File: src/sv/rnu_pkg.sv
// Shared types and constants for the rotating nearest-neighbor upscaler.
package rnu_pkg;

   localparam int STORE_AW    = 14;
   localparam int COORD_W     = 8;
   localparam int DIM_W       = 9;
   localparam int QUEUE_DEPTH = 4;
   localparam int QUEUE_AW    = 2;

   localparam logic [1:0] ROT_90  = 2'd1;
   localparam logic [1:0] ROT_180 = 2'd2;
   localparam logic [1:0] ROT_270 = 2'd3;

   localparam int MODE_BORDER = 2;
   localparam int MODE_RGB565 = 3;

   typedef enum logic [1:0] {
      OP_PIXEL_WRITE,
      OP_COL_WRITE,
      OP_ROW_WRITE,
      OP_RENDER
   } opcode_type;

   typedef enum logic [2:0] {
      KIND_PIX_WRITE,
      KIND_COL_WRITE,
      KIND_ROW_WRITE,
      KIND_RENDER_IMG,
      KIND_RENDER_BORDER
   } kind_type;

   typedef enum logic [2:0] {
      REG_SOURCE_WIDTH,
      REG_SOURCE_HEIGHT,
      REG_WINDOW_LEFT,
      REG_WINDOW_TOP,
      REG_WINDOW_WIDTH,
      REG_WINDOW_HEIGHT,
      REG_MODE_BITS,
      REG_BACKGROUND
   } reg_index_type;

   typedef struct packed {
      logic [7:0]  source_width;
      logic [7:0]  source_height;
      logic [9:0]  window_left;
      logic [9:0]  window_top;
      logic [10:0] window_width;
      logic [10:0] window_height;
      logic [3:0]  mode_bits;
      logic [23:0] background_color;
   } cfg_type;

   typedef struct packed {
      kind_type    kind;
      logic [13:0] store_index;
      logic [23:0] color;
      logic [6:0]  map_value;
      logic [9:0]  col_idx;
      logic [9:0]  row_idx;
      logic [9:0]  dest_col;
      logic [9:0]  dest_row;
   } item_type;

endpackage

File: src/sv/rnu_queue.sv
// Short request queue between the front end and the render pipeline.
module rnu_queue import rnu_pkg::*; (
   input  logic     clock,
   input  logic     reset,
   input  logic     push_valid,
   input  item_type push_item,
   output logic     full,
   output logic     pop_valid,
   input  logic     pop_ready,
   output item_type pop_item
);

   item_type              entries_ff [QUEUE_DEPTH];
   logic [QUEUE_AW-1:0]   wr_ptr_ff;
   logic [QUEUE_AW-1:0]   rd_ptr_ff;
   logic [QUEUE_AW:0]     count_ff;
   logic [QUEUE_AW:0]     count_in;
   logic                  do_push;
   logic                  do_pop;

   assign full      = (count_ff == (QUEUE_AW + 1)'(QUEUE_DEPTH));
   assign pop_valid = (count_ff != '0);
   assign pop_item  = entries_ff[rd_ptr_ff];
   assign do_push   = push_valid && !full;
   assign do_pop    = pop_valid && pop_ready;

   always_comb begin
      count_in = count_ff;
      if (do_push && !do_pop) begin
         count_in = count_ff + 1'b1;
      end else if (do_pop && !do_push) begin
         count_in = count_ff - 1'b1;
      end
   end

   always_ff @(posedge clock) begin
      if (reset) begin
         wr_ptr_ff <= '0;
         rd_ptr_ff <= '0;
         count_ff  <= '0;
      end else begin
         count_ff <= count_in;
         if (do_push) begin
            wr_ptr_ff <= wr_ptr_ff + 1'b1;
         end
         if (do_pop) begin
            rd_ptr_ff <= rd_ptr_ff + 1'b1;
         end
      end
   end

   always_ff @(posedge clock) begin
      if (do_push) begin
         entries_ff[wr_ptr_ff] <= push_item;
      end
   end

endmodule

File: config.mk
export PLATFORM = sky130hd
export DESIGN_NAME = rnu_queue
export DESIGN_NICKNAME = d
export VERILOG_FILES = /design/src/sv/rnu_pkg.sv /design/src/sv/rnu_queue.sv
export SDC_FILE = /design/constraint.sdc
export NUM_CORES = 1
export LEC_CHECK = 0
export ABC_CLOCK_PERIOD_IN_PS = 5210
export BUFFER_PORTS_ARGS = -buffer_cell sky130_fd_sc_hd__buf_2
export CELL_PAD_IN_SITES_DETAIL_PLACEMENT = 1
export CELL_PAD_IN_SITES_GLOBAL_PLACEMENT = 2
export CORE_ASPECT_RATIO = 1.5
export CORE_UTILIZATION = 35
export CTS_BUF_LIST = sky130_fd_sc_hd__clkbuf_16
export DETAILED_ROUTE_END_ITERATION = 16
export GPL_ROUTABILITY_DRIVEN = 0
export PLACE_DENSITY_LB_ADDON = 0.15
export SETUP_SLACK_MARGIN = 0.3
export SYNTH_ARGS = -nofsm -noshare
export SYNTH_HDL_FRONTEND = slang
export SYNTH_SLANG_ARGS = --single-unit
File: constraint.sdc
create_clock -name clock -period 5.21 [get_ports clock]
set_clock_uncertainty 0.2 [all_clocks]
set_input_delay 1.042 -clock clock [delete_from_list [all_inputs] [get_ports clock]]
set_output_delay 1.042 -clock clock [all_outputs]
set_load 0.01 [all_outputs]
==> impl_summary.md <==
Synthesis
The synthesized design contains 352 enable-type register cells. The post-synthesis average cell area is 25.9 µm². The register area share after synthesis is 81.8%. The synthesized design contains 361 register bits. Among all flip-flop cells after synthesis, the most frequent one is sky130_fd_sc_hd__edfxtp_1.

In the post-synthesis netlist, the cell with the most instances is sky130_fd_sc_hd__edfxtp_1. The largest area contributor in the netlist is sky130_fd_sc_hd__edfxtp_1. Summing every instance area after synthesis gives 13100 µm². The number of cells produced by synthesis is 508. The number of nets in the synthesized netlist is 606.

The number of library cell types mapped by synthesis is 22. The area share of the largest cell type after synthesis is 80.4%. By area the synthesized netlist is led by sky130_fd_sc_hd__edfxtp_1 (80%), sky130_fd_sc_hd__mux4_2 (15%), sky130_fd_sc_hd__dfxtp_1 (1.4%). Counting instances in the post-synthesis netlist gives the leading cell types as sky130_fd_sc_hd__edfxtp_1 (352), sky130_fd_sc_hd__mux4_2 (88), sky130_fd_sc_hd__buf_2 (10), sky130_fd_sc_hd__dfxtp_1 (9), sky130_fd_sc_hd__clkbuf_1 (7).

The proportion of register bits with asynchronous set or reset after synthesis is 0%. Yosys printed 0 warnings.

GRT
The first global-routing pass estimated 42.0 mm of wire. The number of antenna violations at the first check in global routing is 4. Global routing used 14.9% of the available tracks. The number of global-route vias before repair is 6827. The maximum number of pins on one net before global-route repair is 63. The residual overflow from global routing is 0.

Layout
0 antenna diodes ended up in the layout. The number of inserted filler cells in the final layout is 3451. Registers take 10800 µm². The final net count is 818. In the final layout, the multi-input gates occupy 2250 µm². The relative area change from synthesis to final layout is 19.9%. The ratio of cells with drive above 1 in the final layout is 44.6%.

Clock network
The number of gates resized after CTS was 0. Buffers added to address setup during post-CTS repair amount to 0. TritonCTS built the clock tree. The tree built by TritonCTS fans out to 361 sinks. The number of buffers created by CTS is 37. The clock passes through at most 3 buffers. The cell at the root of the clock tree is sky130_fd_sc_hd__clkbuf_16. CTS built an H-tree with a depth of 2. For this design, the CTS-stage hold fixing added 0 buffers.

At the later pin of the worst-skew pair, clock insertion delay measures 520 ps. After clock tree synthesis, the clock-pin slew on the worst setup and hold paths is 50 ps.

Timing
The final setup violation count is 0. At the pin with the least slew margin, the transition time is 1020 ps. The final clock period utilization by the worst path is 75.1%. The routed design could run at a clock period as short as 3910 ps. In this run the tightest slew margin relative to its limit is 31.9%. Setup repair after global routing left no endpoint under its margin.

The worst hold slack is 331 ps. The count of endpoints failing hold in the final timing report came to 0. After routing, the total negative slack on setup checks comes to 0 ps. Timing would allow up to 0.255 GHz.

The max-slew violation count is 0.

Critical path
The biggest fanout along the worst timing path is 39. The kind of launch point of the worst setup path is a flip-flop. The nature of the critical path endpoint is a primary output. The type of the setup path with the least slack is reg -> out. For the worst setup path, the data required time is 3970 ps.

The data arrival time of the worst path is 2670 ps.

Routing
For this run, design rule violations remaining after detail routing come to 0. The number of vias per cell after detailed routing is 4.82. The first detailed-routing pass took 4 iterations. Across all layers, the routed design uses 5929 vias. The number of nets still failing antenna checks after routing is 0. In the final routed layout, each cell accounts on average for 22.6 µm.

In this run, the number of DRC markers left after iteration 0 of detailed routing was 225. For this block, the routed nets add up to 27.8 mm of wire.

Floorplanning
The die is 160 µm wide. For this configuration, the core starts out at a cell density of 35.6%. The die footprint is 38400 µm². After floorplanning, the core was divided into 86 placement rows. The I/O pin total is 182.

The area of the core is 36900 µm². The die is 239 µm tall.

Power
The cell area power density is 490 nW/µm². The static leakage is 5.27 nW. The worst vdd rail ir drop is 0.253 mV.

Place
The count of buffers inserted at the top-level ports is 181. The final HPWL from detailed placement is 17.2 mm.

Job
The tool flagged a number of max-cap violations equal to 0.

Status
The flow ran to the end, and the final reports show no timing, DRC or antenna violations.

Worst hold path
The class of the tightest hold or removal check is reg -> reg.
-- critical path, stage by stage (launching register included) --
cell	delay (ps)
sky130_fd_sc_hd__dfxtp_4	880
sky130_fd_sc_hd__buf_4	470
sky130_fd_sc_hd__mux4_2	590
sky130_fd_sc_hd__buf_2	170
-- final cells by class --
| class | count | share of cell area [%] |
|---|---|---|
| Clock buffer | 39 | 6.19 |
| Timing Repair Buffer | 194 | 6.45 |
| Clock inverter | 26 | 0.865 |
| Multi-Input combinational cell | 122 | 14.3 |
| Inverter | 4 | 0.0953 |
| Sequential cell | 361 | 68.3 |
| Tap cell | 484 | 3.84 |
-- logic make-up after synthesis --
group	share of synthesized area [%]
compound gates	0.276
flops	81.8
fa+ha+maj	0.628
simple gates	0.657
xor+xnor	0.266
buf+inv	1.16
mux	15.2
-- per-stage QoR --
stage	power, mW	area [µm²]	utilization, %	instances	setup WS [ps]
finish	7.73	15800	42.7	1230	1300
global route	8.09	15800	42.7	1230	1040
CTS	7.90	15800	42.7	1230	1150
detailed placement	5.46	14600	39.7	1165	1720
global placement	5.41	14600	39.7	1165	1720
floorplan	4.77	13100	-	508	1130
-- state kept, by name, indices dropped and copies added, names as in the netlist, named ones only --
| signal | flops |
|---|---|
| entries_ff | 352 |
| rd_ptr_ff | 2 |
| count_ff | 3 |
| wr_ptr_ff | 2 |
-- worst paths after layout --
check / from / endpoint / slack, ps / cells past startpoint
worst min-delay path: wr_ptr_ff[1] / wr_ptr_ff[1] / 330 / 2
worst max register to register: count_ff[0] / entries_ff[1][1] / 2370 / 4
worst max-delay path: flip-flop / pop_item[21] / 1300 / 3
worst min register to register: wr_ptr_ff[1] / wr_ptr_ff[1] / 330 / 2
-- metal layers --
metal,up-vias,routed length (µm),GRT usage [%]
met5,-,31,0
met3,39,1300,3.48
li1,2596,-,-
met2,142,15200,27.1
met1,3146,10800,17.4
met4,6,500,4.70
-- power breakdown --
group / internal [mW] / leakage [nW] / switching, mW
Sequential: 3.49 / 3.30 / 0.187
Clock: 1.39 / 0.576 / 1.02
Combinational: 0.812 / 1.39 / 0.819
Total: 5.70 / 5.27 / 2.03
-- layout by cell type, fill, tap and decap left out, drive strengths merged --
master | synthesis | layout
buf | 14 | 194
a21oi | 2 | 2
clkbuf | 7 | 39
clkinv | 0 | 14
and2 | 4 | 4
fa | 1 | 1
inv | 4 | 14
mux4 | 88 | 88
bufinv | 0 | 1
dfxtp | 9 | 9
ha | 5 | 5
o21ai | 2 | 2
or3 | 3 | 3
o311ai | 1 | 1
xor2 | 4 | 4
mux2i | 2 | 2
nor3b | 1 | 1
edfxtp | 352 | 352
nor2 | 6 | 6
clkinvlp | 0 | 1
nand2b | 2 | 2
o31ai | 1 | 1
(Power assumes the default switching activity.)
