$ cat src/sv/rnu_pkg.sv
// Shared types and constants for the rotating nearest-neighbor upscaler.
package rnu_pkg;

   localparam int STORE_AW    = 14;
   localparam int COORD_W     = 8;
   localparam int DIM_W       = 9;
   localparam int QUEUE_DEPTH = 4;
   localparam int QUEUE_AW    = 2;

   localparam logic [1:0] ROT_90  = 2'd1;
   localparam logic [1:0] ROT_180 = 2'd2;
   localparam logic [1:0] ROT_270 = 2'd3;

   localparam int MODE_BORDER = 2;
   localparam int MODE_RGB565 = 3;

   typedef enum logic [1:0] {
      OP_PIXEL_WRITE,
      OP_COL_WRITE,
      OP_ROW_WRITE,
      OP_RENDER
   } opcode_type;

   typedef enum logic [2:0] {
      KIND_PIX_WRITE,
      KIND_COL_WRITE,
      KIND_ROW_WRITE,
      KIND_RENDER_IMG,
      KIND_RENDER_BORDER
   } kind_type;

   typedef enum logic [2:0] {
      REG_SOURCE_WIDTH,
      REG_SOURCE_HEIGHT,
      REG_WINDOW_LEFT,
      REG_WINDOW_TOP,
      REG_WINDOW_WIDTH,
      REG_WINDOW_HEIGHT,
      REG_MODE_BITS,
      REG_BACKGROUND
   } reg_index_type;

   typedef struct packed {
      logic [7:0]  source_width;
      logic [7:0]  source_height;
      logic [9:0]  window_left;
      logic [9:0]  window_top;
      logic [10:0] window_width;
      logic [10:0] window_height;
      logic [3:0]  mode_bits;
      logic [23:0] background_color;
   } cfg_type;

   typedef struct packed {
      kind_type    kind;
      logic [13:0] store_index;
      logic [23:0] color;
      logic [6:0]  map_value;
      logic [9:0]  col_idx;
      logic [9:0]  row_idx;
      logic [9:0]  dest_col;
      logic [9:0]  dest_row;
   } item_type;

endpackage

$ cat src/sv/rnu_front.sv
// Front end: classifies each request and works out its map indices.
module rnu_front import rnu_pkg::*; #(
   parameter int DEST_WIDTH  = 720,
   parameter int DEST_HEIGHT = 720,
   parameter int MAP_DEPTH   = 1024
) (
   input  cfg_type     cfg,
   input  logic [1:0]  req_opcode,
   input  logic [13:0] req_store_index,
   input  logic [7:0]  req_red_in,
   input  logic [7:0]  req_green_in,
   input  logic [7:0]  req_blue_in,
   input  logic [6:0]  req_map_value,
   input  logic [9:0]  req_dest_col,
   input  logic [9:0]  req_dest_row,
   output item_type    item,
   output logic        keep
);

   logic        on_display;
   logic        map_in_range;
   logic        in_window;
   logic [11:0] col_end;
   logic [11:0] row_end;
   logic [10:0] local_col;
   logic [10:0] local_row;
   logic [10:0] lx;
   logic [10:0] ly;
   logic        swap_axes;

   assign on_display = ({1'b0, req_dest_col} < 11'(DEST_WIDTH)) &&
                       ({1'b0, req_dest_row} < 11'(DEST_HEIGHT));
   assign map_in_range = req_store_index < 14'(MAP_DEPTH);

   assign col_end = {2'b0, cfg.window_left} + {1'b0, cfg.window_width};
   assign row_end = {2'b0, cfg.window_top} + {1'b0, cfg.window_height};
   assign in_window = (req_dest_col >= cfg.window_left) && ({2'b0, req_dest_col} < col_end) &&
                      (req_dest_row >= cfg.window_top) && ({2'b0, req_dest_row} < row_end);

   assign local_col = {1'b0, req_dest_col} - {1'b0, cfg.window_left};
   assign local_row = {1'b0, req_dest_row} - {1'b0, cfg.window_top};
   // past the end of the maps, read the last entry
   assign lx = (local_col >= 11'(MAP_DEPTH)) ? 11'(MAP_DEPTH - 1) : local_col;
   assign ly = (local_row >= 11'(MAP_DEPTH)) ? 11'(MAP_DEPTH - 1) : local_row;

   assign swap_axes = (cfg.mode_bits[1:0] == ROT_90) || (cfg.mode_bits[1:0] == ROT_270);

   always_comb begin
      item.store_index = req_store_index;
      item.color       = {req_red_in, req_green_in, req_blue_in};
      item.map_value   = req_map_value;
      item.col_idx     = swap_axes ? ly[9:0] : lx[9:0];
      item.row_idx     = swap_axes ? lx[9:0] : ly[9:0];
      item.dest_col    = req_dest_col;
      item.dest_row    = req_dest_row;
      item.kind        = KIND_PIX_WRITE;
      keep             = 1'b0;
      unique case (opcode_type'(req_opcode))
         OP_PIXEL_WRITE: begin
            item.kind = KIND_PIX_WRITE;
            keep      = 1'b1;
         end
         OP_COL_WRITE: begin
            item.kind = KIND_COL_WRITE;
            keep      = map_in_range;
         end
         OP_ROW_WRITE: begin
            item.kind = KIND_ROW_WRITE;
            keep      = map_in_range;
         end
         OP_RENDER: begin
            item.kind = in_window ? KIND_RENDER_IMG : KIND_RENDER_BORDER;
            // drop off-display pixels and border pixels with fill off
            keep      = on_display && (in_window || cfg.mode_bits[MODE_BORDER]);
         end
         default: begin
            item.kind = KIND_PIX_WRITE;
            keep      = 1'b0;
         end
      endcase
   end

endmodule

$ cat config.mk
export PLATFORM = sky130hd
export DESIGN_NAME = rnu_front
export DESIGN_NICKNAME = d
export VERILOG_FILES = /design/src/sv/rnu_pkg.sv /design/src/sv/rnu_front.sv
export SDC_FILE = /design/constraint.sdc
export NUM_CORES = 1
export LEC_CHECK = 0
export ABC_AREA = 0
export BUFFER_PORTS_ARGS = -buffer_cell sky130_fd_sc_hd__buf_2
export CAP_MARGIN = 20
export CORE_MARGIN = 8
export CORE_UTILIZATION = 39
export DETAILED_ROUTE_END_ITERATION = 10
export PLACE_DENSITY = 0.79
export SLEW_MARGIN = 20
export SYNTH_ARGS = -nofsm -noshare
export SYNTH_HDL_FRONTEND = slang
export SYNTH_SLANG_ARGS = --single-unit
$ cat constraint.sdc
create_clock -name vclk -period 5.21
set_clock_uncertainty 0.05 [all_clocks]
set_input_delay 1.3025 -clock vclk [all_inputs]
set_output_delay 1.3025 -clock vclk [all_outputs]
set_load 0.05 [all_outputs]
==> run_summary.xml, run 1 <==
<?xml version="1.0" encoding="UTF-8"?>
<metrics>
  <group name="outcome">
    <metric name="result_of_the_run" unit="">finished, violations left</metric>
    <metric name="violations" unit="">setup timing</metric>
  </group>
  <group name="pwr">
    <metric name="p_clk_frac" unit="">0</metric>
    <metric name="power.net_switching" unit="mW">0.378</metric>
    <metric name="switching_share" unit="">0.609</metric>
    <metric name="ir_worst_vdd" unit="V">0.0000588</metric>
    <metric name="share_seq_of_total_power" unit="">0</metric>
    <metric name="p_comb_frac" unit="">1.000</metric>
    <metric name="total_leakage_power" unit="nW">2.00</metric>
    <metric name="cell_pwr_density" unit="nW/um^2">160</metric>
    <metric name="cellInternalPower" unit="mW">0.242</metric>
  </group>
  <group name="hold_path">
    <metric name="worst_hold_path_type" unit="">in2out</metric>
  </group>
  <group name="yosys">
    <metric name="synthTopCellsByArea" unit="">sky130_fd_sc_hd__ha_1 (24%), sky130_fd_sc_hd__buf_4 (16%), sky130_fd_sc_hd__a21oi_1 (6.9%)</metric>
    <metric name="synth_warnings" unit="">0</metric>
    <metric name="syn_inst" unit="">447</metric>
    <metric name="netlist_area" unit="um^2">3190</metric>
    <metric name="ys_seq_area_frac" unit="">0</metric>
    <metric name="netlist-cell-type-count" unit="">49</metric>
    <metric name="synth_top_cell_by_area" unit="">sky130_fd_sc_hd__ha_1</metric>
    <metric name="synthesis.nets" unit="">664</metric>
    <metric name="synth_area_per_cell" unit="um^2">7.15</metric>
    <metric name="synth_largest_type_area_fraction" unit="">0.235</metric>
  </group>
  <group name="drt">
    <metric name="drt-total-wl" unit="mm">8.92</metric>
    <metric name="routed_via_density" unit="">5.20</metric>
    <metric name="post_drt_wl_per_cell" unit="um">14.0</metric>
    <metric name="first_iter_violations" unit="">102</metric>
    <metric name="antenna_violating_nets_left" unit="">0</metric>
    <metric name="route.vias.total" unit="">3321</metric>
    <metric name="drtPass1Iterations" unit="">4</metric>
    <metric name="post-route-drc-count" unit="">0</metric>
  </group>
  <group name="grt">
    <metric name="grt.total_usage" unit="">0.143</metric>
    <metric name="number_of_global_route_vias_before_repair" unit="">3238</metric>
    <metric name="wire_length_of_the_first_global_routing_pass" unit="mm">14.2</metric>
    <metric name="antenna_found_initial" unit="">0</metric>
    <metric name="grt-ovfl-total" unit="">0</metric>
    <metric name="largest_net_degree_at_the_start_of_global_routing" unit="">39</metric>
  </group>
  <group name="setup_path">
    <metric name="timing.critical_path.from_type" unit="">primary input</metric>
    <metric name="worst-endpoint-required" unit="ns">3.86</metric>
    <metric name="critical_setup_path_class" unit="">in2out</metric>
    <metric name="timing.critical_path.to_type" unit="">primary output</metric>
    <metric name="worstPathArrival" unit="ns">4.39</metric>
    <metric name="crit_fanout" unit="">3</metric>
  </group>
  <group name="timing">
    <metric name="setup_total_negative_slack" unit="ns">-2.04</metric>
    <metric name="finalWorstSetupSlack" unit="ns">-0.530</metric>
    <metric name="max_freq" unit="MHz">174</metric>
    <metric name="final_period_minus_worst_setup_slack" unit="ns">5.74</metric>
    <metric name="finalCritPeriodShare" unit="">1.10</metric>
    <metric name="timing_worst_slew_pin_value" unit="ns">0.571</metric>
    <metric name="finalSetupViolCount" unit="">4</metric>
    <metric name="slew_headroom" unit="">0.620</metric>
    <metric name="grt_setup_unrepaired" unit="">yes</metric>
    <metric name="finalHoldViolations" unit="">0</metric>
    <metric name="timing.final.max_slew_violations" unit="">0</metric>
  </group>
  <group name="final_layout">
    <metric name="area_growth" unit="%">21.1</metric>
    <metric name="drive_gt1_frac" unit="">0.352</metric>
    <metric name="final_common_cell" unit="">sky130_fd_sc_hd__buf_2</metric>
    <metric name="ff_latch_area" unit="um^2">0</metric>
    <metric name="clock_buffers" unit="">0</metric>
    <metric name="fin_cells" unit="">639</metric>
    <metric name="layout.core_utilization" unit="">0.478</metric>
    <metric name="n_antenna_cell" unit="">0</metric>
    <metric name="final_cell_mix" unit="">sky130_fd_sc_hd__buf_2 (110), sky130_fd_sc_hd__ha_1 (58), sky130_fd_sc_hd__nor2_1 (43), sky130_fd_sc_hd__a21oi_1 (42), sky130_fd_sc_hd__buf_4 (41)</metric>
    <metric name="flops_and_latches" unit="">0</metric>
    <metric name="layout.nets" unit="">753</metric>
    <metric name="num-fill-cells" unit="">823</metric>
  </group>
  <group name="floorplanning">
    <metric name="fp-row-count" unit="">33</metric>
    <metric name="coreArea" unit="um^2">8090</metric>
    <metric name="io-pin-count" unit="">242</metric>
    <metric name="fp.dieH" unit="um">107</metric>
    <metric name="start_util" unit="">0.395</metric>
    <metric name="fp.dieW" unit="um">107</metric>
    <metric name="die_area" unit="um^2">11300</metric>
  </group>
  <group name="place">
    <metric name="post-place-ws" unit="ns">-0.761</metric>
    <metric name="hpwl" unit="mm">7.85</metric>
    <metric name="placed_instances" unit="">635</metric>
    <metric name="port-buffer-count" unit="">118</metric>
    <metric name="gpl.final_weighted_congestion" unit="">0.888</metric>
  </group>
  <group name="job">
    <metric name="maximum_capacitance_violations" unit="">0</metric>
  </group>
</metrics>
[path summary, 6_finish.rpt]
path | cells past startpoint | start | endpoint | slack [ns]
worst max-delay path | 17 | cfg[40] | item[87] | -0.53
worst min-delay path | 0 | req_map_value[2] | item[42] | 2.56
[cell type report]
type                       count  area [um^2]  area share
timing repair buffer         159          960       0.248
inverter                      34          128      0.0330
multi-input combinational    341         2650       0.685
tap                          105          131      0.0340
[cells in the mapped netlist, drive strengths merged (2+ instances only)]
master	number
a21o	12
a21oi	45
a221oi	2
a31o	2
a31oi	7
and3	3
buf	67
clkbuf	5
fa	4
ha	60
inv	34
mux2	2
mux2i	5
nand2	15
nand2b	5
nand3	9
nand4	6
nor2	43
nor2b	9
nor3	19
nor3b	6
nor4	7
o211a	3
o21a	7
o21ai	23
o21bai	6
o31a	2
o41ai	2
xnor2	15
xor2	10
[power by group through the flow]
stage,Combinational [mW],Sequential [mW],Clock [mW]
2_1_floorplan,0.518,0,0
3_3_place_gp,0.573,0,0
3_5_place_dp,0.588,0,0
4_1_cts,0.607,0,0
5_1_grt,0.680,0,0
6_report,0.620,0,0
[per-stage QoR]
step / area [um^2] / total power, mW / hold slack [ns]
final: 3870 / 0.620 / 2.56
after floorplan: 3220 / 0.518 / 2.72
after global routing: 3870 / 0.680 / 2.56
after detailed placement: 3700 / 0.588 / 2.56
after global placement: 3700 / 0.573 / 2.56
after CTS: 3790 / 0.607 / 2.56
[critical path, cell delays in order]
cell and delay (ns):
sky130_fd_sc_hd__buf_2 0.12, sky130_fd_sc_hd__ha_1 0.30, sky130_fd_sc_hd__a21o_1 0.18, sky130_fd_sc_hd__a21oi_1 0.23, sky130_fd_sc_hd__o21ai_0 0.17, sky130_fd_sc_hd__a21oi_1 0.30, sky130_fd_sc_hd__xor2_1 0.12, sky130_fd_sc_hd__ha_1 0.34
sky130_fd_sc_hd__nand4_1 0.12, sky130_fd_sc_hd__nor3_2 0.22, sky130_fd_sc_hd__a21oi_2 0.08, sky130_fd_sc_hd__nor3_2 0.18, sky130_fd_sc_hd__o211a_1 0.24, sky130_fd_sc_hd__nor3_4 0.07, sky130_fd_sc_hd__buf_4 0.14, sky130_fd_sc_hd__nor2b_2 0.11
sky130_fd_sc_hd__buf_6 0.16
[per-layer routing]
metal / share of wire / vias up / track usage
li1: - / 1717 / -
met1: 0.42 / 1486 / 0.165
met2: 0.49 / 110 / 0.276
met3: 0.085 / 8 / 0.0272
met4: 0.0030 / 0 / 0.00704
met5: 0 / - / 0
[timing repair]
action,in CTS,in global routing
endpoints found under the setup margin,4,16
resized for setup,18,16
pin swaps,13,17
setup buffers,3,2
hold buffers,0,0
[cells by family (layout without fill, tap and decap cells)]
| group | count (synthesis) | count (layout) | share of synthesized area |
|---|---|---|---|
| muxes | 7 | 7 | 0.0227 |
| adders and majority gates | 64 | 64 | 0.260 |
| AOI/OAI and AO/OA | 119 | 119 | 0.246 |
| and+or+nand+nor | 126 | 126 | 0.200 |
| xor gates and xnor gates | 25 | 25 | 0.0685 |
| buffers and inverters | 106 | 193 | 0.203 |
No activity file was read; power rests on OpenSTA's default activity.
==> run 2, diff against run 1 <==
--- a/config.mk
+++ b/config.mk
@@ -11,7 +11,8 @@
 export CORE_MARGIN = 8
 export CORE_UTILIZATION = 39
 export DETAILED_ROUTE_END_ITERATION = 10
-export PLACE_DENSITY = 0.79
+export PLACE_DENSITY = 0.82
+export REMOVE_ABC_BUFFERS = 1
 export SLEW_MARGIN = 20
 export SYNTH_ARGS = -nofsm -noshare
 export SYNTH_HDL_FRONTEND = slang
==> run_summary.xml, run 2 (synthesis gave the netlist of run 1 again) <==
<?xml version="1.0" encoding="UTF-8"?>
<metrics>
  <group name="pwr">
    <metric name="ir_worst_vdd" unit="V">0.0000647</metric>
    <metric name="total_leakage_power" unit="nW">2.03</metric>
    <metric name="cell_pwr_density" unit="nW/um^2">161</metric>
    <metric name="totalPowerFinal" unit="mW">0.633</metric>
  </group>
  <group name="timing">
    <metric name="setup_total_negative_slack" unit="ns">-1.56</metric>
    <metric name="grt_setup_unrepaired" unit="">yes</metric>
    <metric name="max_freq" unit="MHz">178</metric>
    <metric name="finalSetupViolCount" unit="">4</metric>
    <metric name="hold-worst-slack" unit="ns">2.56</metric>
    <metric name="timing_worst_slew_pin_value" unit="ns">0.578</metric>
    <metric name="finalWorstSetupSlack" unit="ns">-0.423</metric>
    <metric name="finalCritPeriodShare" unit="">1.08</metric>
    <metric name="final_period_minus_worst_setup_slack" unit="ns">5.63</metric>
    <metric name="slew_headroom" unit="">0.614</metric>
    <metric name="finalHoldViolations" unit="">0</metric>
    <metric name="timing.final.max_slew_violations" unit="">0</metric>
  </group>
  <group name="setup_path">
    <metric name="critical_setup_path_class" unit="">in2out</metric>
    <metric name="cp-endpoint" unit="">item[86]</metric>
    <metric name="worst-endpoint-required" unit="ns">3.86</metric>
    <metric name="critPathLaunch" unit="">cfg[50]</metric>
    <metric name="timing.critical_path.from_type" unit="">primary input</metric>
    <metric name="worstPathArrival" unit="ns">4.28</metric>
    <metric name="timing.critical_path.to_type" unit="">primary output</metric>
    <metric name="crit_fanout" unit="">3</metric>
  </group>
  <group name="final_layout">
    <metric name="num-fill-cells" unit="">830</metric>
    <metric name="final_cell_mix" unit="">sky130_fd_sc_hd__buf_2 (110), sky130_fd_sc_hd__ha_1 (57), sky130_fd_sc_hd__buf_4 (48), sky130_fd_sc_hd__nor2_1 (43), sky130_fd_sc_hd__a21oi_1 (36)</metric>
    <metric name="fin_cells" unit="">646</metric>
    <metric name="n_antenna_cell" unit="">0</metric>
    <metric name="flops_and_latches" unit="">0</metric>
    <metric name="area_growth" unit="%">23.0</metric>
    <metric name="ff_latch_area" unit="um^2">0</metric>
    <metric name="layout.nets" unit="">760</metric>
    <metric name="drive_gt1_frac" unit="">0.368</metric>
    <metric name="final_common_cell" unit="">sky130_fd_sc_hd__buf_2</metric>
    <metric name="clock_buffers" unit="">0</metric>
  </group>
  <group name="grt">
    <metric name="antenna_found_initial" unit="">0</metric>
    <metric name="number_of_global_route_vias_before_repair" unit="">3498</metric>
    <metric name="wire_length_of_the_first_global_routing_pass" unit="mm">18.3</metric>
    <metric name="grt-ovfl-total" unit="">0</metric>
    <metric name="grt.total_usage" unit="">0.206</metric>
    <metric name="largest_net_degree_at_the_start_of_global_routing" unit="">39</metric>
  </group>
  <group name="drt">
    <metric name="post-route-drc-count" unit="">0</metric>
    <metric name="first_iter_violations" unit="">133</metric>
    <metric name="route.vias.total" unit="">3384</metric>
    <metric name="routed_via_density" unit="">5.24</metric>
    <metric name="drtPass1Iterations" unit="">4</metric>
    <metric name="antenna_violating_nets_left" unit="">0</metric>
    <metric name="drt-total-wl" unit="mm">12.8</metric>
    <metric name="post_drt_wl_per_cell" unit="um">19.8</metric>
  </group>
  <group name="place">
    <metric name="placed_instances" unit="">642</metric>
    <metric name="gpl.final_weighted_congestion" unit="">0.882</metric>
    <metric name="port-buffer-count" unit="">118</metric>
    <metric name="post-place-ws" unit="ns">-0.746</metric>
    <metric name="hpwl" unit="mm">11.5</metric>
  </group>
  <group name="floorplanning">
    <metric name="coreArea" unit="um^2">8090</metric>
    <metric name="fp.dieW" unit="um">107</metric>
    <metric name="fp-row-count" unit="">33</metric>
    <metric name="fp.dieH" unit="um">107</metric>
    <metric name="io-pin-count" unit="">242</metric>
    <metric name="start_util" unit="">0.395</metric>
    <metric name="die_area" unit="um^2">11300</metric>
  </group>
  <group name="outcome">
    <metric name="result_of_the_run" unit="">finished, violations left</metric>
    <metric name="violations" unit="">setup timing</metric>
  </group>
  <group name="clocking">
    <metric name="hold_buffers" unit="">0</metric>
  </group>
  <group name="hold_path">
    <metric name="worst_hold_path_type" unit="">in2out</metric>
    <metric name="whs_path_depth" unit="">0</metric>
  </group>
  <group name="job">
    <metric name="maximum_capacitance_violations" unit="">0</metric>
  </group>
</metrics>
## run 2: cell type report
| type | instances | area (um^2) | share of cell area |
|---|---|---|---|
| Multi-Input combinational cell | 341 | 2670 | 0.678 |
| Inverter | 34 | 128 | 0.0325 |
| Timing Repair Buffer | 166 | 1000 | 0.256 |
| Tap cell | 105 | 131 | 0.0334 |
## run 2: worst max-delay path, cell delays in order
cell and delay, ns:
sky130_fd_sc_hd__buf_8 0.10, sky130_fd_sc_hd__ha_4 0.16, sky130_fd_sc_hd__inv_2 0.05, sky130_fd_sc_hd__fa_2 0.22
sky130_fd_sc_hd__nor2b_4 0.05, sky130_fd_sc_hd__o31a_1 0.25, sky130_fd_sc_hd__o21ai_1 0.12, sky130_fd_sc_hd__nand2b_1 0.09
sky130_fd_sc_hd__a21o_1 0.17, sky130_fd_sc_hd__a21oi_2 0.14, sky130_fd_sc_hd__xor2_1 0.18, sky130_fd_sc_hd__ha_1 0.27
sky130_fd_sc_hd__a21o_1 0.17, sky130_fd_sc_hd__a221oi_2 0.21, sky130_fd_sc_hd__and4bb_2 0.30, sky130_fd_sc_hd__nor3_4 0.17
sky130_fd_sc_hd__a31o_1 0.19, sky130_fd_sc_hd__buf_6 0.16
## run 2: how the worst min path moves through the flow
| stage | from | endpoint | slack (ns) |
|---|---|---|---|
| floorplan | req_dest_row[0] | item[0] | 2.56 |
| global placement | req_blue_in[1] | item[48] | 2.56 |
| detailed placement | req_blue_in[1] | item[48] | 2.56 |
| CTS | req_blue_in[1] | item[48] | 2.56 |
| global route | req_store_index[1] | item[72] | 2.56 |
| finish | req_blue_in[1] | item[48] | 2.56 |
## run 2: metal layers
metal,wire [um],track usage
met2,5910,0.359
met1,4330,0.188
met4,515,0.0744
met3,1950,0.131
met5,67,0.0536
## run 2: through the flow
stage	cell area, um^2	util
finish	3930	0.486
global route	3930	0.486
CTS	3820	0.472
detailed placement	3730	0.460
global placement	3730	0.460
floorplan	2670	-
## run 2: power by group
group	switching, mW	leakage (nW)	internal [mW]
logic	0.382	2.03	0.251
registers	0	0	0
clock network	0	0	0
## run 2: timing repair
item | in CTS | in global routing
buffers inserted | 2 | 2
gates resized for setup | 22 | 22
endpoints found under the setup margin | 4 | 20
pin swaps | 18 | 15
==> run 3, diff against run 2 <==
--- a/config.mk
+++ b/config.mk
@@ -5,13 +5,13 @@
 export SDC_FILE = /design/constraint.sdc
 export NUM_CORES = 1
 export LEC_CHECK = 0
-export ABC_AREA = 0
+export ABC_AREA = 1
 export BUFFER_PORTS_ARGS = -buffer_cell sky130_fd_sc_hd__buf_2
 export CAP_MARGIN = 20
 export CORE_MARGIN = 8
 export CORE_UTILIZATION = 39
 export DETAILED_ROUTE_END_ITERATION = 10
-export PLACE_DENSITY = 0.82
+export PLACE_DENSITY = 0.8
 export REMOVE_ABC_BUFFERS = 1
 export SLEW_MARGIN = 20
 export SYNTH_ARGS = -nofsm -noshare
==> constraint.sdc (replaced) <==
create_clock -name vclk -period 4.7
set_clock_uncertainty 0.05 [all_clocks]
set_input_delay 1.175 -clock vclk [all_inputs]
set_output_delay 1.175 -clock vclk [all_outputs]
set_load 0.05 [all_outputs]
==> run_summary.xml, run 3 <==
<?xml version="1.0" encoding="UTF-8"?>
<metrics>
  <group name="outcome">
    <metric name="result_of_the_run" unit="">finished, violations left</metric>
    <metric name="violations" unit="">setup timing</metric>
  </group>
  <group name="floorplanning">
    <metric name="fp.dieW" unit="um">109</metric>
    <metric name="coreArea" unit="um^2">8510</metric>
    <metric name="die_area" unit="um^2">11800</metric>
    <metric name="start_util" unit="">0.394</metric>
    <metric name="fp-row-count" unit="">34</metric>
    <metric name="fp.dieH" unit="um">109</metric>
    <metric name="io-pin-count" unit="">242</metric>
  </group>
  <group name="pwr">
    <metric name="cell_pwr_density" unit="nW/um^2">169</metric>
    <metric name="power.net_switching" unit="mW">0.443</metric>
    <metric name="total_leakage_power" unit="nW">2.52</metric>
    <metric name="cellInternalPower" unit="mW">0.267</metric>
    <metric name="switching_share" unit="">0.624</metric>
    <metric name="ir_worst_vdd" unit="V">0.0000693</metric>
    <metric name="p_comb_frac" unit="">1.000</metric>
    <metric name="p_clk_frac" unit="">0</metric>
    <metric name="share_seq_of_total_power" unit="">0</metric>
  </group>
  <group name="job">
    <metric name="maximum_capacitance_violations" unit="">0</metric>
  </group>
  <group name="yosys">
    <metric name="netlist-cell-type-count" unit="">33</metric>
    <metric name="synth_top_cell_by_area" unit="">sky130_fd_sc_hd__ha_1</metric>
    <metric name="synth_warnings" unit="">0</metric>
    <metric name="ys_seq_area_frac" unit="">0</metric>
    <metric name="syn_inst" unit="">560</metric>
    <metric name="netlist_area" unit="um^2">3350</metric>
    <metric name="synthTopCellsByArea" unit="">sky130_fd_sc_hd__ha_1 (22%), sky130_fd_sc_hd__nand2_1 (18%), sky130_fd_sc_hd__buf_4 (15%)</metric>
    <metric name="synth_area_per_cell" unit="um^2">5.99</metric>
    <metric name="synth_largest_type_area_fraction" unit="">0.224</metric>
    <metric name="most_instantiated_library_cell_after_synthesis" unit="">sky130_fd_sc_hd__nand2_1</metric>
    <metric name="synth.top_cells.by_count" unit="">sky130_fd_sc_hd__nand2_1 (165), sky130_fd_sc_hd__inv_1 (82), sky130_fd_sc_hd__buf_4 (65)</metric>
  </group>
  <group name="grt">
    <metric name="antenna_found_initial" unit="">1</metric>
    <metric name="grt-ovfl-total" unit="">0</metric>
    <metric name="grt.total_usage" unit="">0.199</metric>
    <metric name="largest_net_degree_at_the_start_of_global_routing" unit="">22</metric>
    <metric name="number_of_global_route_vias_before_repair" unit="">3395</metric>
    <metric name="wire_length_of_the_first_global_routing_pass" unit="mm">18.2</metric>
  </group>
  <group name="place">
    <metric name="port-buffer-count" unit="">118</metric>
    <metric name="hpwl" unit="mm">11.3</metric>
    <metric name="detailed_place.area" unit="um^2">3860</metric>
    <metric name="post-place-ws" unit="ns">-0.315</metric>
    <metric name="gpl.final_weighted_congestion" unit="">0.865</metric>
  </group>
  <group name="drt">
    <metric name="post-route-drc-count" unit="">0</metric>
    <metric name="post_drt_wl_per_cell" unit="um">16.9</metric>
    <metric name="routed_via_density" unit="">4.73</metric>
    <metric name="drt-total-wl" unit="mm">12.8</metric>
    <metric name="route.vias.total" unit="">3608</metric>
    <metric name="first_iter_violations" unit="">106</metric>
    <metric name="antenna_violating_nets_left" unit="">0</metric>
    <metric name="drtPass1Iterations" unit="">4</metric>
  </group>
  <group name="clocking">
    <metric name="hold_buffers" unit="">0</metric>
  </group>
  <group name="final_layout">
    <metric name="layout.nets" unit="">873</metric>
    <metric name="n_antenna_cell" unit="">0</metric>
    <metric name="final_common_cell" unit="">sky130_fd_sc_hd__nand2_1</metric>
    <metric name="drive_gt1_frac" unit="">0.343</metric>
    <metric name="layout.core_utilization" unit="">0.495</metric>
    <metric name="stdcell_area" unit="um^2">4210</metric>
    <metric name="area_growth" unit="%">25.6</metric>
    <metric name="ff_latch_area" unit="um^2">0</metric>
    <metric name="flops_and_latches" unit="">0</metric>
    <metric name="clock_buffers" unit="">0</metric>
    <metric name="final_cell_mix" unit="">sky130_fd_sc_hd__nand2_1 (157), sky130_fd_sc_hd__buf_2 (108), sky130_fd_sc_hd__inv_1 (80), sky130_fd_sc_hd__ha_1 (50), sky130_fd_sc_hd__buf_4 (42)</metric>
  </group>
  <group name="setup_path">
    <metric name="crit_fanout" unit="">3</metric>
    <metric name="critical_setup_path_class" unit="">in2out</metric>
    <metric name="worstPathArrival" unit="ns">3.51</metric>
    <metric name="timing.critical_path.from_type" unit="">primary input</metric>
    <metric name="timing.critical_path.to_type" unit="">primary output</metric>
    <metric name="worst-endpoint-required" unit="ns">3.47</metric>
  </group>
  <group name="timing">
    <metric name="timing.final.max_slew_violations" unit="">0</metric>
    <metric name="setup_total_negative_slack" unit="ns">-0.0755</metric>
    <metric name="finalSetupViolCount" unit="">3</metric>
    <metric name="finalWorstSetupSlack" unit="ns">-0.0350</metric>
    <metric name="max_freq" unit="MHz">211</metric>
    <metric name="final_period_minus_worst_setup_slack" unit="ns">4.74</metric>
    <metric name="grt_setup_unrepaired" unit="">yes</metric>
    <metric name="finalHoldViolations" unit="">0</metric>
    <metric name="finalCritPeriodShare" unit="">1.01</metric>
    <metric name="hold-worst-slack" unit="ns">2.30</metric>
    <metric name="slew_headroom" unit="">0.652</metric>
    <metric name="timing_worst_slew_pin_value" unit="ns">0.522</metric>
  </group>
  <group name="hold_path">
    <metric name="worst_hold_path_type" unit="">in2out</metric>
  </group>
</metrics>
-- run 3: cell types whose count changed after synthesis, moves of 7 or more --
cell / change
sky130_fd_sc_hd__inv_1: +48
sky130_fd_sc_hd__o21ai_0: -14
sky130_fd_sc_hd__nor2b_1: -8
sky130_fd_sc_hd__a21oi_1: -7
sky130_fd_sc_hd__nand2_1: +150
sky130_fd_sc_hd__nor2_1: -16
sky130_fd_sc_hd__xnor2_1: -7
sky130_fd_sc_hd__o21ai_1: +11
sky130_fd_sc_hd__nand3_1: +12
sky130_fd_sc_hd__nor3_1: -17
-- run 3: repair_timing --
item,4_1_cts,5_1_grt
pin swaps,10,27
endpoints found under the setup margin,4,4
setup buffers,2,5
gates resized for setup,22,39
-- run 3: area by class of cell --
cell class	instances	area, um^2
Fill cell	884	4300
Multi-Input combinational cell	409	2760
Timing Repair Buffer	163	1000
Inverter	82	308
Tap cell	108	135
-- run 3: critical path, stage by stage --
cell and delay (ns):
sky130_fd_sc_hd__buf_6 0.10, sky130_fd_sc_hd__ha_4 0.24, sky130_fd_sc_hd__a21oi_2 0.15, sky130_fd_sc_hd__nand2_2 0.13, sky130_fd_sc_hd__a31oi_4 0.15, sky130_fd_sc_hd__xor2_1 0.19
sky130_fd_sc_hd__ha_1 0.29, sky130_fd_sc_hd__a21oi_2 0.17, sky130_fd_sc_hd__nor2_1 0.06, sky130_fd_sc_hd__nor3_1 0.12, sky130_fd_sc_hd__nand2_1 0.09, sky130_fd_sc_hd__nand2_1 0.07
sky130_fd_sc_hd__nand2_2 0.06, sky130_fd_sc_hd__a21oi_2 0.16, sky130_fd_sc_hd__nand4_1 0.10, sky130_fd_sc_hd__nand2_1 0.09, sky130_fd_sc_hd__buf_6 0.16
-- run 3: metrics by stage --
stage / power [mW] / instances
finish: 0.710 / 762
global route: 0.788 / 762
CTS: 0.667 / 757
detailed placement: 0.647 / 755
global placement: 0.640 / 755
floorplan: 0.425 / 491
-- run 3: layer usage --
layer  wire length (um)  up-vias  GRT usage
met2               5590      159      0.321
met4                 57        4    0.00684
li1                   -     1918          -
met3               2370        8      0.158
met1               4740     1519      0.207
met5                 88        -     0.0504
-- run 3: cell families after synthesis --
family	count (synthesis)	synth area share
AND/OR/NAND/NOR	242	0.311
AO/OA/AOI/OAI	81	0.141
buffers and inverters	151	0.242
XOR/XNOR	22	0.0575
adder cells (fa/ha/maj)	64	0.248
-- run 3: worst paths after layout --
path / start / end / depth (start not counted)
hold / removal: req_blue_in[4] / item[51] / 0
setup / recovery: cfg[41] / item[86] / 17
-- run 3: power by group through the flow --
stage / sequential (mW) / clock (mW) / combinational [mW]
finish: 0 / 0 / 0.710
global placement: 0 / 0 / 0.640
detailed placement: 0 / 0 / 0.647
CTS: 0 / 0 / 0.667
global route: 0 / 0 / 0.788
floorplan: 0 / 0 / 0.425
